$ cat src/hdl/lsd_pkg.sv
`default_nettype none

package lsd_pkg;

  // register indexes on the configuration port
  localparam int unsigned CfgIdxW  = 2;
  localparam int unsigned CfgDataW = 8;

  localparam logic [CfgIdxW-1:0] REG_HEADER_SKIP     = 2'd0;
  localparam logic [CfgIdxW-1:0] REG_MAGIC_FIRST     = 2'd1;
  localparam logic [CfgIdxW-1:0] REG_MAGIC_SECOND    = 2'd2;
  localparam logic [CfgIdxW-1:0] REG_EXTENSION_CHARS = 2'd3;

  // reset values of the registers
  localparam logic [7:0] HEADER_SKIP_RST     = 8'd54;
  localparam logic [7:0] MAGIC_FIRST_RST     = 8'd35;
  localparam logic [7:0] MAGIC_SECOND_RST    = 8'd42;
  localparam logic [3:0] EXTENSION_CHARS_RST = 4'd4;

  // record kinds
  localparam logic [2:0] KIND_EXT_SIZE = 3'd0;
  localparam logic [2:0] KIND_EXT_CHAR = 3'd1;
  localparam logic [2:0] KIND_FILE_SIZE = 3'd2;
  localparam logic [2:0] KIND_DATA     = 3'd3;
  localparam logic [2:0] KIND_MISMATCH = 3'd4;

  // configuration as seen by the parser
  typedef struct packed {
    logic [7:0] header_skip;
    logic [7:0] magic_first;
    logic [7:0] magic_second;
    logic [3:0] extension_chars;
  } lsd_cfg_t;

  // one parser step result
  typedef struct packed {
    logic        emit;
    logic [2:0]  kind;
    logic [31:0] value;
    logic        last;
  } lsd_rec_t;

endpackage

`default_nettype wire

$ cat src/hdl/lsd_cfg_regs.sv
`default_nettype none

module lsd_cfg_regs (
  input  wire logic                         clk_i,
  input  wire logic                         rst_ni,
  input  wire logic                         cfg_we_i,
  input  wire logic [lsd_pkg::CfgIdxW-1:0]  cfg_idx_i,
  input  wire logic [lsd_pkg::CfgDataW-1:0] cfg_data_i,
  output lsd_pkg::lsd_cfg_t                 cfg_o
);

  lsd_pkg::lsd_cfg_t cfg_q, cfg_d;

  // register write decode
  always_comb begin
    cfg_d = cfg_q;
    if (cfg_we_i) begin
      case (cfg_idx_i)
        lsd_pkg::REG_HEADER_SKIP:     cfg_d.header_skip     = cfg_data_i;
        lsd_pkg::REG_MAGIC_FIRST:     cfg_d.magic_first     = cfg_data_i;
        lsd_pkg::REG_MAGIC_SECOND:    cfg_d.magic_second    = cfg_data_i;
        lsd_pkg::REG_EXTENSION_CHARS: cfg_d.extension_chars = cfg_data_i[3:0];
        default: cfg_d = cfg_q;
      endcase
    end
  end

  always_ff @(posedge clk_i or negedge rst_ni) begin
    if (!rst_ni) begin
      cfg_q.header_skip     <= lsd_pkg::HEADER_SKIP_RST;
      cfg_q.magic_first     <= lsd_pkg::MAGIC_FIRST_RST;
      cfg_q.magic_second    <= lsd_pkg::MAGIC_SECOND_RST;
      cfg_q.extension_chars <= lsd_pkg::EXTENSION_CHARS_RST;
    end else begin
      cfg_q <= cfg_d;
    end
  end

  assign cfg_o = cfg_q;

endmodule

`default_nettype wire

$ cat src/hdl/lsd_parser.sv
`default_nettype none

module lsd_parser (
  input  wire logic              clk_i,
  input  wire logic              rst_ni,
  input  wire lsd_pkg::lsd_cfg_t cfg_i,
  input  wire logic              step_i,
  input  wire logic              bit_i,
  input  wire logic              start_i,
  output lsd_pkg::lsd_rec_t      rec_o
);

  typedef enum logic [7:0] {
    PH_SKIP    = 8'b0000_0001,
    PH_MAGIC   = 8'b0000_0010,
    PH_EXTSIZE = 8'b0000_0100,
    PH_EXTCHAR = 8'b0000_1000,
    PH_FSIZE   = 8'b0001_0000,
    PH_DATA    = 8'b0010_0000,
    PH_IDLE    = 8'b0100_0000,
    PH_ERROR   = 8'b1000_0000
  } lsd_phase_e;

  localparam logic [3:0] MagicBytes = 4'd2;
  localparam logic [3:0] MaxExt     = 4'd8;

  lsd_phase_e  phase_q, phase_d, ph;
  logic [7:0]  hc_q, hc_d, hc;
  logic [4:0]  bc_q, bc_d, bc;
  logic [30:0] acc_q, acc_d, acc;
  logic [3:0]  ic_q, ic_d, ic, ic_next;
  logic [31:0] br_q, br_d, br, br_next;
  logic [31:0] full, v;
  logic [7:0]  expect_byte;
  logic [3:0]  ext_cnt;
  logic        run, need32, done;

  // extension count saturates at eight
  assign ext_cnt = (cfg_i.extension_chars > MaxExt) ? MaxExt : cfg_i.extension_chars;

  // one byte of parsing
  always_comb begin
    ph  = phase_q;
    hc  = hc_q;
    bc  = bc_q;
    acc = acc_q;
    ic  = ic_q;
    br  = br_q;
    // image start clears the parse state for this very byte
    if (start_i) begin
      ph  = PH_SKIP;
      hc  = 8'd0;
      bc  = 5'd0;
      acc = 31'd0;
      ic  = 4'd0;
      br  = 32'd0;
    end

    phase_d = ph;
    hc_d    = hc;
    bc_d    = bc;
    acc_d   = acc;
    ic_d    = ic;
    br_d    = br;
    run     = 1'b1;
    rec_o   = '0;

    // header skip
    if (ph == PH_SKIP) begin
      if (hc < cfg_i.header_skip) begin
        hc_d = hc + 8'd1;
        run  = 1'b0;
      end else begin
        ph      = PH_MAGIC;
        phase_d = PH_MAGIC;
      end
    end
    if (ph == PH_IDLE || ph == PH_ERROR) begin
      run = 1'b0;
    end

    need32      = (ph == PH_EXTSIZE) || (ph == PH_FSIZE);
    full        = {acc, bit_i};
    done        = need32 ? (bc == 5'd31) : (bc >= 5'd7);
    v           = need32 ? full : {24'd0, full[7:0]};
    expect_byte = (ic == 4'd0) ? cfg_i.magic_first : cfg_i.magic_second;
    ic_next     = ic + 4'd1;
    br_next     = (br != 32'd0) ? (br - 32'd1) : br;
    rec_o.value = v;

    if (run) begin
      if (!done) begin
        // still gathering bits
        acc_d = full[30:0];
        bc_d  = bc + 5'd1;
      end else begin
        acc_d = 31'd0;
        bc_d  = 5'd0;
        case (ph)
          PH_MAGIC: begin
            if (v[7:0] != expect_byte) begin
              phase_d    = PH_ERROR;
              ic_d       = 4'd0;
              rec_o.emit = 1'b1;
              rec_o.kind = lsd_pkg::KIND_MISMATCH;
              rec_o.last = 1'b1;
            end else if (ic_next >= MagicBytes) begin
              ic_d    = 4'd0;
              phase_d = PH_EXTSIZE;
            end else begin
              ic_d = ic_next;
            end
          end
          PH_EXTSIZE: begin
            phase_d    = (ext_cnt == 4'd0) ? PH_FSIZE : PH_EXTCHAR;
            ic_d       = 4'd0;
            rec_o.emit = 1'b1;
            rec_o.kind = lsd_pkg::KIND_EXT_SIZE;
          end
          PH_EXTCHAR: begin
            if (ic_next >= ext_cnt) begin
              ic_d    = 4'd0;
              phase_d = PH_FSIZE;
            end else begin
              ic_d = ic_next;
            end
            rec_o.emit = 1'b1;
            rec_o.kind = lsd_pkg::KIND_EXT_CHAR;
          end
          PH_FSIZE: begin
            br_d       = v;
            phase_d    = (v == 32'd0) ? PH_IDLE : PH_DATA;
            rec_o.emit = 1'b1;
            rec_o.kind = lsd_pkg::KIND_FILE_SIZE;
            rec_o.last = (v == 32'd0);
          end
          PH_DATA: begin
            br_d       = br_next;
            rec_o.emit = 1'b1;
            rec_o.kind = lsd_pkg::KIND_DATA;
            if (br_next == 32'd0) begin
              phase_d    = PH_IDLE;
              rec_o.last = 1'b1;
            end
          end
          default: begin
            rec_o.emit = 1'b0;
          end
        endcase
      end
    end
  end

  // parse state, updated once per byte
  always_ff @(posedge clk_i or negedge rst_ni) begin
    if (!rst_ni) begin
      phase_q <= PH_SKIP;
      hc_q    <= 8'd0;
      bc_q    <= 5'd0;
      acc_q   <= 31'd0;
      ic_q    <= 4'd0;
      br_q    <= 32'd0;
    end else if (step_i) begin
      phase_q <= phase_d;
      hc_q    <= hc_d;
      bc_q    <= bc_d;
      acc_q   <= acc_d;
      ic_q    <= ic_d;
      br_q    <= br_d;
    end
  end

endmodule

`default_nettype wire

$ cat src/hdl/lsb_stego_stream_decoder_top.sv
// a result word passes from the input register through the parser into the result register
// throughput: one image word per cycle while the result side is not stalled, set by the
//   single parse step between the input register and the result register
// reset: asynchronous active low; configuration registers return to their defaults and the
//   parser restarts in the header skip phase
`default_nettype none

module lsb_stego_stream_decoder_top (
  input  wire logic                         clk_i,
  input  wire logic                         rst_ni,
  input  wire logic                         cfg_we_i,
  input  wire logic [lsd_pkg::CfgIdxW-1:0]  cfg_idx_i,
  input  wire logic [lsd_pkg::CfgDataW-1:0] cfg_data_i,
  input  wire logic                         in_valid_i,
  output      logic                         in_stall_o,
  input  wire logic [7:0]                   image_byte_i,
  input  wire logic                         image_start_i,
  output      logic                         out_valid_o,
  input  wire logic                         out_stall_i,
  output      logic [2:0]                   record_kind_o,
  output      logic [31:0]                  record_value_o,
  output      logic                         record_last_o
);

  lsd_pkg::lsd_cfg_t cfg;
  lsd_pkg::lsd_rec_t rec;

  logic        in_valid_q, in_bit_q, in_start_q;
  logic        out_valid_q, out_last_q;
  logic [2:0]  out_kind_q;
  logic [31:0] out_value_q;
  logic        advance, take, in_accept;

  // handshake: the input register doubles as the skid stage
  assign advance    = !out_valid_q || !out_stall_i;
  assign take       = in_valid_q && advance;
  assign in_stall_o = in_valid_q && !advance;
  assign in_accept  = in_valid_i && !in_stall_o;

  lsd_cfg_regs u_cfg (
    .clk_i      (clk_i),
    .rst_ni     (rst_ni),
    .cfg_we_i   (cfg_we_i),
    .cfg_idx_i  (cfg_idx_i),
    .cfg_data_i (cfg_data_i),
    .cfg_o      (cfg)
  );

  lsd_parser u_parser (
    .clk_i   (clk_i),
    .rst_ni  (rst_ni),
    .cfg_i   (cfg),
    .step_i  (take),
    .bit_i   (in_bit_q),
    .start_i (in_start_q),
    .rec_o   (rec)
  );

  // input register
  always_ff @(posedge clk_i or negedge rst_ni) begin
    if (!rst_ni) begin
      in_valid_q <= 1'b0;
    end else if (in_accept) begin
      in_valid_q <= 1'b1;
    end else if (take) begin
      in_valid_q <= 1'b0;
    end
  end

  always_ff @(posedge clk_i) begin
    if (in_accept) begin
      in_bit_q   <= image_byte_i[0];
      in_start_q <= image_start_i;
    end
  end

  // result register
  always_ff @(posedge clk_i or negedge rst_ni) begin
    if (!rst_ni) begin
      out_valid_q <= 1'b0;
    end else if (advance) begin
      out_valid_q <= take && rec.emit;
    end
  end

  always_ff @(posedge clk_i) begin
    if (take && rec.emit) begin
      out_kind_q  <= rec.kind;
      out_value_q <= rec.value;
      out_last_q  <= rec.last;
    end
  end

  assign out_valid_o    = out_valid_q;
  assign record_kind_o  = out_kind_q;
  assign record_value_o = out_value_q;
  assign record_last_o  = out_last_q;

endmodule

`default_nettype wire

$ cat config.mk
export PLATFORM = sky130hd
export DESIGN_NAME = lsb_stego_stream_decoder_top
export DESIGN_NICKNAME = d
export VERILOG_FILES = /design/src/hdl/lsd_pkg.sv /design/src/hdl/lsd_cfg_regs.sv /design/src/hdl/lsd_parser.sv /design/src/hdl/lsb_stego_stream_decoder_top.sv
export SDC_FILE = /design/constraint.sdc
export NUM_CORES = 1
export LEC_CHECK = 0
export ABC_CLOCK_PERIOD_IN_PS = 5100
export BUFFER_PORTS_ARGS = -buffer_cell sky130_fd_sc_hd__buf_4
export CAP_MARGIN = 20
export CORE_MARGIN = 2
export CORE_UTILIZATION = 23
export CTS_CLUSTER_DIAMETER = 30
export DETAILED_ROUTE_END_ITERATION = 6
export MAX_ROUTING_LAYER = met4
export PLACE_DENSITY = 0.45
export SLEW_MARGIN = 20
export SYNTH_ARGS = -nofsm -noshare
export SYNTH_HDL_FRONTEND = slang
export SYNTH_SLANG_ARGS = --single-unit
export TNS_END_PERCENT = 1
$ cat constraint.sdc
create_clock -name clk_i -period 5.1 [get_ports clk_i]
set_input_delay 0.765 -clock clk_i [delete_from_list [all_inputs] [get_ports clk_i]]
set_output_delay 0.765 -clock clk_i [all_outputs]
set_load 0.01 [all_outputs]
==> results.cfg, run 1 <==
[floorplan]
start_util_pct = 23.15
core_area_sq_um = 38470
die_w_um = 200.8
dieArea_sq_um = 40300
die_y_um = 200.8
io_pins = 62
rows = 72

[logic_synthesis]
synth-edff-count = 38
yosys_warnings = 0
syn_area_per_cell_sq_um = 9.294
synth_nets = 999
synth_top_area_cell = dfrtp_1
synth-seq-area-share_pct = 46.15
yosysUniqueCellTypes = 74
ys_async_sr_fraction_pct = 75.64
synth_seq_cells = 156
postSynthCellCount = 958
synth_area_sq_um = 8904
synth_area_leaders = dfrtp_1 30%, edfxtp_1 13%, nand2_1 5.4%, o21ai_0 5.2%, dfstp_2 3.5%
synth_top_area_share_pct = 29.79
synth_flop_cell = dfrtp_1

[cells_and_area]
fin_util_pct = 27.13
layout.nets = 1025
area_growth_pct = 17.23
final_cells = 1516
drive_gt1_share_pct = 16.15
final_area_sq_um = 10440

[placed_design]
dp.cells = 1483
place.gp.congestion = 0.8435
portBuffers = 54
dpl_cell_area_sq_um = 9847
post-dp-hpwl_um = 18430

[critical_path]
critical-path-top-delay-family = compound AO/OA/AOI/OAI gates
crit_path_frequent_cell = nand2_1
r2r_cells = 13
slowest_delay_ps = 450
cp_slowest_cell = ha_1
startpoint_type = flip-flop
reg2reg_slack_ps = 1110
crit_buf_inv = 1
startpoint = in_start_q
path_cells = inv_1 > nand2_1 > ha_1 > nand2_1 > o21ai_0 > a41oi_4 > nor2b_1 > nand4_1 > a311oi_1 > o2111ai_1 > nor3_2 > o22ai_1 > a21oi_1
cp.required_ps = 5370
cp-end-kind = flip-flop
crit_fanout = 13
critPathArrivalTime_ps = 4260
reg2reg_to = record_last_o
reg2reg_from = in_start_q
worstSetupPathType = reg2reg

[detailed_routing]
wl_um = 26770
drtAntennaViolNets = 0
drtIter0Drc = 512
vias = 7481
via_per_inst = 4.935
route.detailed.wl_per_inst_um = 17.66
drcViolationCount = 0
dr.pass1.iters = 5

[status]
outcome = completed

[grt]
grt_use_total_pct = 13.89
grt.overflow.total = 0
antenna_found_initial = 1
grt_pass1_wl_um = 42950
grt_pass1_vias = 7357
grt_max_degree = 54

[clocking]
post_cts_buffers = 0
h-tree-depth = 4
ctsHoldBuffers = 0
clkTransAtPathRegs_ps = 70
worstSkewPairLatency_ps = 440
postCtsResizedCells = 0
clock-root-buffer = clkbuf_16
clock_path_buffers = 2
clock-sinks = 156
cts_buffers = 17
cts_tree = yes

[sta]
tns_ps = 0
setup_viol = 0
finalCriticalPeriod_ps = 3989
timing.slew.headroom_pct = 31.20
finalCritPeriodShare_pct = 78.22
fin_worst_skew_ps = 12.83
whs_ps = 389.3
rsz0062_at_grt = false
max_freq_ghz = 0.2507
max_slew.worst_pin.slew_ps = 1025
slew_viol_final = 0
hold_viol_final = 0

[hold_path]
worstHoldPathType = in2async

[flow_run]
cap_violations = 0

[power_and_ir_drop]
power_density_nw_per_um2 = 301.0
worst_ir_drop_vdd_v = 0.0002801
leakagePower_nw = 4.251
==> cell usage after synthesis (7+ instances only) <==
master and n:
a31oi_1 7, inv_1 24, nand2_1 128, mux2_2 21, edfxtp_1 38, nor2b_1 21, or4_1 10, nor3b_1 8
nor3_1 19, nand3_1 22, o21ai_1 8, xnor2_1 10, xor2_1 17, dfrtp_1 106, a21oi_1 44, a22oi_1 35
nor2_1 61, buf_2 8, a22o_1 14, nor4_1 21, nand4_1 14, and2_1 30, dfstp_2 12, clkbuf_1 51
ha_1 17, nand2b_1 8, mux2i_1 11, o21ai_0 93
==> cell usage in the layout, fill, tap and decap left out, types with 11 or more instances in the layout <==
| master | n |
|---|---|
| o21ai_0 | 93 |
| a21oi_1 | 44 |
| nand4_1 | 14 |
| nand3_1 | 22 |
| xor2_1 | 17 |
| nor2b_1 | 21 |
| inv_1 | 24 |
| clkbuf_16 | 17 |
| ha_1 | 17 |
| a22oi_1 | 35 |
| dfrtp_1 | 106 |
| a22o_1 | 14 |
| nor3_1 | 17 |
| mux2_2 | 21 |
| buf_4 | 72 |
| mux2i_1 | 11 |
| nand2_1 | 128 |
| nor2_1 | 60 |
| nor4_1 | 21 |
| dfstp_2 | 12 |
| and2_1 | 30 |
| edfxtp_1 | 38 |
==> power by group <==
group,leakage (nW),internal (mW),switching [mW],total [mW]
Sequential,1.99,1.36,0.0481,1.40
Clock,0.291,0.736,0.577,1.31
Combinational,1.97,0.153,0.273,0.426
==> state kept, by name, summed over array words and instances, names as in the netlist <==
| name | flops |
|---|---|
| in_bit_q | 1 |
| u_parser.br_q | 32 |
| in_start_q | 1 |
| in_valid_q | 1 |
| u_parser.ic_q | 4 |
| u_parser.phase_q | 8 |
| u_parser.hc_q | 8 |
| record_kind_o | 3 |
| record_value_o | 32 |
| u_parser.bc_q | 5 |
| record_last_o | 1 |
| out_valid_o | 1 |
| u_parser.acc_q | 31 |
| u_cfg.cfg_o | 28 |
==> worst reg2reg max path, stage by stage, from the launching register on <==
cell	delay [ps]
edfxtp_1	390
inv_1	380
nand2_1	200
ha_1	450
nand2_1	210
o21ai_0	200
a41oi_4	390
nor2b_1	340
nand4_1	220
a311oi_1	350
o2111ai_1	200
nor3_2	180
o22ai_1	110
a21oi_1	200
==> metal layers <==
layer / share of wire, % / global-route usage [%]
met1: 47 / 18.39
met2: 47 / 22.05
met3: 3.6 / 2.289
met4: 1.9 / 3.730
met5: 0 / -
==> worst max path at each step <==
stage,to,slack [ps],cells after the start
6_report,record_last_o,1110,13
5_1_grt,record_value_o[17],810,13
4_1_cts,record_value_o[17],1060,13
3_5_place_dp,record_value_o[13],1070,13
3_3_place_gp,record_last_o,1130,13
2_1_floorplan,record_kind_o[0],250,16
==> stage by stage <==
stage / total power, mW / setup slack [ps]
finish: 3.142 / 1111
global route: 3.292 / 808.1
CTS: 3.185 / 1062
detailed placement: 1.856 / 1074
global placement: 1.852 / 1134
floorplan: 1.709 / 245.6
==> cell type report <==
cell class | instances | area [sq um]
Fill cell | 4152 | 28030
Multi-Input combinational cell | 713 | 4459
Sequential cell | 156 | 4109
Tap cell | 518 | 648.1
Timing Repair Buffer | 72 | 540.5
Clock buffer | 19 | 432.9
Clock inverter | 13 | 155.1
Inverter | 24 | 90.09
Antenna cell | 1 | 2.502
==> kinds of logic (layout without fill, tap and decap cells) <==
group,Yosys count,count (layout),synth area share [%]
and+or+nand+nor,375,375,21.85
AOI/OAI and AO/OA,261,261,18.93
DFF,156,156,46.15
buffers and inverters,89,128,4.005
muxes,33,33,4.019
xor gates and xnor gates,27,27,2.656
adders and majority gates,17,17,2.389
other,0,1,0
Note: power is estimated with default switching activity, not from simulation.
==> run 2, diff against run 1 <==
--- a/config.mk
+++ b/config.mk
@@ -5,7 +5,7 @@
 export SDC_FILE = /design/constraint.sdc
 export NUM_CORES = 1
 export LEC_CHECK = 0
-export ABC_CLOCK_PERIOD_IN_PS = 5100
+export ABC_CLOCK_PERIOD_IN_PS = 3200
 export BUFFER_PORTS_ARGS = -buffer_cell sky130_fd_sc_hd__buf_4
 export CAP_MARGIN = 20
 export CORE_MARGIN = 2
==> constraint.sdc (replaced) <==
create_clock -name clk_i -period 3.2 [get_ports clk_i]
set_input_delay 0.48 -clock clk_i [delete_from_list [all_inputs] [get_ports clk_i]]
set_output_delay 0.48 -clock clk_i [all_outputs]
set_load 0.01 [all_outputs]
==> run 2 against run 1 <==
Compared with the run above: register-to-register slack lost 1100 ps; clock-buffer cell count grew 1; critical endpoint unchanged; die area is the same; setup slack lost 1100 ps; hold slack lost 250 ps; final cell count grew 11%; via count grew 6.6%; power grew 64%; first-iteration DRC count grew 0.20%; highest routed layer unchanged; global-route usage grew 0.88 points; clock skew grew 2.0 ps; routed wire length grew 7.3%.
==> results.cfg, run 2 (same netlist as run 1, synthesis figures left out) <==
[floorplan]
die_y_um = 200.8
core_area_sq_um = 38470
start_util_pct = 23.15
die_w_um = 200.8
rows = 72
dieArea_sq_um = 40300
io_pins = 62

[critical_path]
crit_fanout = 3
reg2reg_slack_ps = 30
slowest_delay_ps = 580
reg2reg_to = record_last_o
cp-end-kind = flip-flop
crit_buf_inv = 1
critical-path-top-delay-family = simple AND/OR/NAND/NOR gates
worstSetupPathType = reg2reg
path_cells = or4_4 > buf_4 > nor3b_1 > nand4_1 > or4_4 > a21oi_2 > and4b_1 > nand4b_1 > nor3_2 > o22ai_2 > a21oi_2
reg2reg_from = u_parser.br_q[27]
cp_slowest_cell = or4_4
r2r_cells = 11
startpoint_type = flip-flop
cp.required_ps = 3390
critPathArrivalTime_ps = 3350

[power_and_ir_drop]
p_int_mw = 3.670
power_frac_clock_pct = 39.0
power_frac_comb_pct = 17.6
power_density_nw_per_um2 = 426.8
power_mw = 5.146
p_switching_mw = 1.477
switching_share_pct = 28.69
leakagePower_nw = 5.158
worst_ir_drop_vdd_v = 0.0003895
p_seq_share_pct = 43.5

[sta]
rsz0062_at_grt = true
max_freq_ghz = 0.3159
hold_viol_final = 0
max_slew.worst_pin.slew_ps = 815.3
finalCritPeriodShare_pct = 98.92
fin_worst_skew_ps = 14.80
tns_ps = 0
slew_viol_final = 0
whs_ps = 135.2
setup_viol = 0
finalCriticalPeriod_ps = 3166
timing.slew.headroom_pct = 45.65

[placed_design]
portBuffers = 54
dp.cells = 1631
place.gp.congestion = 0.8486
post-dp-hpwl_um = 20680

[grt]
antenna_found_initial = 0
grt_use_total_pct = 14.77
grt_pass1_wl_um = 45550
grt.overflow.total = 0
grt_max_degree = 59
grt_pass1_vias = 7899

[clocking]
h-tree-depth = 4
clock-sinks = 156
clkTransAtPathRegs_ps = 70
ctsHoldBuffers = 0
cts_tree = yes
clock-root-buffer = clkbuf_16
worstSkewPairLatency_ps = 440
cts_buffers = 17
clock_path_buffers = 2

[detailed_routing]
dr.pass1.iters = 5
drtAntennaViolNets = 0
drcViolationCount = 0
via_per_inst = 4.757
drtIter0Drc = 513
route.detailed.wl_per_inst_um = 17.13
wl_um = 28730
vias = 7977

[cells_and_area]
layout_commonest_cell = buf_4
n_antenna_cell = 0
final_cells = 1677
final_cell_mix = 220 x buf_4, 126 x nand2_1, 106 x dfrtp_1
area_growth_pct = 35.43
drive_gt1_share_pct = 32.36
layout.nets = 1187
fin_util_pct = 31.35

[status]
outcome = completed

[hold_path]
worstHoldPathType = in2async

[flow_run]
cap_violations = 0
==> run 2: how the worst max path moves through the flow <==
stage	slack [ps]	startpoint	to	depth (start not counted)
6_report	30	u_parser.br_q[27]	record_last_o	11
2_1_floorplan	-300	in_start_q	record_kind_o[0]	16
5_1_grt	-80	in_start_q	u_parser.phase_q[1]	14
3_5_place_dp	-210	in_start_q	record_value_o[12]	12
4_1_cts	-100	in_start_q	record_last_o	12
3_3_place_gp	-140	in_start_q	record_value_o[12]	12
==> run 2: repair_timing <==
action | 4_1_cts | 5_1_grt
setup endpoints to repair | 39 | 36
gates cloned | 0 | 1
pin swaps | 3 | 27
gates resized for setup | 8 | 68
buffers inserted | 0 | 12
==> run 2: per-stage QoR <==
step	setup WS [ps]	area (sq um)
2_1_floorplan	-295.6	9012
3_3_place_gp	-141.3	11060
3_5_place_dp	-214.4	11060
4_1_cts	-101.8	11670
5_1_grt	-77.67	12060
6_report	34.47	12060
==> run 2: routing by layer <==
layer	global-route usage, %	vias to the layer above	part of all wire [%]
met5	-	-	0
met4	3.439	0	1.6
met3	2.987	31	3.9
met2	23.96	161	48
met1	18.98	3910	46
li1	-	3875	-
==> run 2: layout make-up <==
class | count | area (sq um)
Clock buffer | 20 | 478.0
Multi-Input combinational cell | 713 | 4737
Fill cell | 4048 | 26410
Clock inverter | 12 | 100.1
Sequential cell | 156 | 4109
Inverter | 24 | 92.59
Timing Repair Buffer | 234 | 1893
Tap cell | 518 | 648.1
==> run 2: power groups by stage <==
stage                     sequential, mW  combinational [mW]  clock, mW
after CTS                           2.23               0.856       2.06
after global routing                2.25               0.999       2.14
after floorplan                     2.25               0.498          0
after detailed placement            2.27               0.847          0
after global placement              2.27               0.837          0
final                               2.24               0.903       2.01
==> run 3, diff against run 2 <==
--- a/config.mk
+++ b/config.mk
@@ -6,7 +6,7 @@
 export NUM_CORES = 1
 export LEC_CHECK = 0
 export ABC_CLOCK_PERIOD_IN_PS = 3200
-export BUFFER_PORTS_ARGS = -buffer_cell sky130_fd_sc_hd__buf_4
+export BUFFER_PORTS_ARGS = -buffer_cell sky130_fd_sc_hd__buf_2
 export CAP_MARGIN = 20
 export CORE_MARGIN = 2
 export CORE_UTILIZATION = 23
==> run 3 against run 2 <==
Compared with the run above: cell area decreased by 2.0%; core utilization decreased by 0.61 points; non-clock buffer count decreased by 7; register-to-register slack improved by 60 ps; critical path type unchanged.
==> results.cfg, run 3 (same netlist as run 1, synthesis figures left out) <==
[grt]
grt_use_total_pct = 14.63
grt_util_met2_pct = 23.30
grt_pass1_vias = 7809
grt_pass1_wl_um = 45060
antenna_found_initial = 1
grt.overflow.total = 0
grt_max_degree = 59
met1_usage_pct = 19.18
grt-busiest-layer = met2
grt_util_met3_pct = 2.403

[placed_design]
post-dp-hpwl_um = 20660
place.gp.congestion = 0.8700
dp_worst_setup_slack_ps = -251.3
dp.cells = 1626
portBuffers = 54

[clocking]
clock_path_buffers = 2
clock-sinks = 156
clkTransAtPathRegs_ps = 70
cts_buffers = 17
worstSkewPairLatency_ps = 440
clock-root-buffer = clkbuf_16
cts_tree = yes
h-tree-depth = 4

[power_and_ir_drop]
p_seq_share_pct = 44.1
power_frac_comb_pct = 17.1
p_switching_mw = 1.494
p_int_mw = 3.570
power_mw = 5.063
worst_ir_drop_vdd_v = 0.0003878
power_density_nw_per_um2 = 428.3
leakagePower_nw = 5.099
power_frac_clock_pct = 38.8
switching_share_pct = 29.50

[detailed_routing]
drcViolationCount = 0
drtAntennaViolNets = 0
via_per_inst = 4.780
drtIter0Drc = 475
wl_um = 28590
dr.pass1.iters = 5
route.detailed.wl_per_inst_um = 17.11
vias = 7987

[critical_path]
cp-end-kind = flip-flop
crit_fanout = 4
startpoint_type = flip-flop
critPathArrivalTime_ps = 3400
cp.required_ps = 3500
worstSetupPathType = reg2reg

[sta]
hold_viol_final = 0
setup_ws_ps = 98.85
finalCritPeriodShare_pct = 96.91
slew_viol_final = 0
max_slew.worst_pin.slew_ps = 669.2
timing.slew.headroom_pct = 54.82
rsz0062_at_grt = true
setup_viol = 0
finalCriticalPeriod_ps = 3101
max_freq_ghz = 0.3225
fin_worst_skew_ps = 12.89

[flow_run]
cap_violations = 0

[cells_and_area]
multi_input_area_sq_um = 4701
layout.nets = 1180
final_cells = 1671
area_growth_pct = 32.79
drive_gt1_share_pct = 31.16
final_cell_mix = 161 x buf_4, 128 x nand2_1, 106 x dfrtp_1
seqCellArea_sq_um = 4109
layout_commonest_cell = buf_4
fillCellCount = 4011

[floorplan]
die_y_um = 200.8
die_w_um = 200.8
io_pins = 62
start_util_pct = 23.15
rows = 72
dieArea_sq_um = 40300
core_area_sq_um = 38470

[status]
outcome = completed

[hold_path]
worstHoldPathType = in2async
[run 3: layout make-up]
| type | instances | area share, % |
|---|---|---|
| clock buffer | 17 | 3.598 |
| inverter | 24 | 0.7832 |
| sequential | 156 | 34.75 |
| timing repair buffer | 227 | 14.48 |
| tap | 518 | 5.482 |
| antenna | 1 | 0.02117 |
| clock inverter | 15 | 1.122 |
| multi-input combinational | 713 | 39.76 |
[run 3: routing by layer]
metal,vias up,share of wire [%]
met5,-,0
li1,3857,-
met3,29,3.1
met2,140,48
met4,0,1.8
met1,3961,48
[run 3: final timing paths]
kind | start | end | slack, ps | cells after the start
max | u_parser.br_q[27] | record_last_o | 100 | 12
min | rst_ni | out_valid_o | 40 | 1
max reg2reg | u_parser.br_q[27] | record_last_o | 100 | 12
min reg2reg | u_parser.acc_q[4] | u_parser.acc_q[4] | 480 | 2
max in group asynchronous | rst_ni | u_cfg.cfg_o[2] | 2370 | 2
min in group clk_i | image_start_i | in_start_q | 210 | 1
[run 3: critical path, stage by stage (launching register included)]
cell and delay (ps):
dfrtp_1 390, or4_4 580, nor3_4 330, buf_6 150, buf_4 100, a21oi_1 60
mux2i_1 220, nand2_1 140, a311oi_2 330, o2111ai_2 180, nor3_2 240, o22ai_2 100
a21oi_1 130
[run 3: timing repair]
action | in CTS | in global routing
gates cloned | 0 | 1
gates resized for setup | 2 | 52
setup buffers | 0 | 10
setup endpoints to repair | 40 | 94
hold buffers | 0 | 0
pin swaps | 1 | 22
[run 3: metrics by stage]
stage | hold WS, ps | util [%] | setup TNS, ps | instance area (sq um)
finish | 39.42 | 30.73 | 0 | 11820
global route | 75.98 | 30.73 | -553.1 | 11820
CTS | 48.52 | 29.82 | -8491 | 11470
detailed placement | 473.4 | 28.35 | -8881 | 10900
global placement | 466.2 | 28.35 | -6745 | 10900
floorplan | 184.4 | - | -18190 | 9012
[run 3: power by group through the flow]
| stage | clock network [mW] | logic, mW | registers [mW] |
|---|---|---|---|
| floorplan | 0 | 0.498 | 2.25 |
| global placement | 0 | 0.823 | 2.27 |
| detailed placement | 0 | 0.829 | 2.27 |
| CTS | 2.02 | 0.835 | 2.23 |
| global route | 2.09 | 0.956 | 2.25 |
| finish | 1.97 | 0.864 | 2.23 |
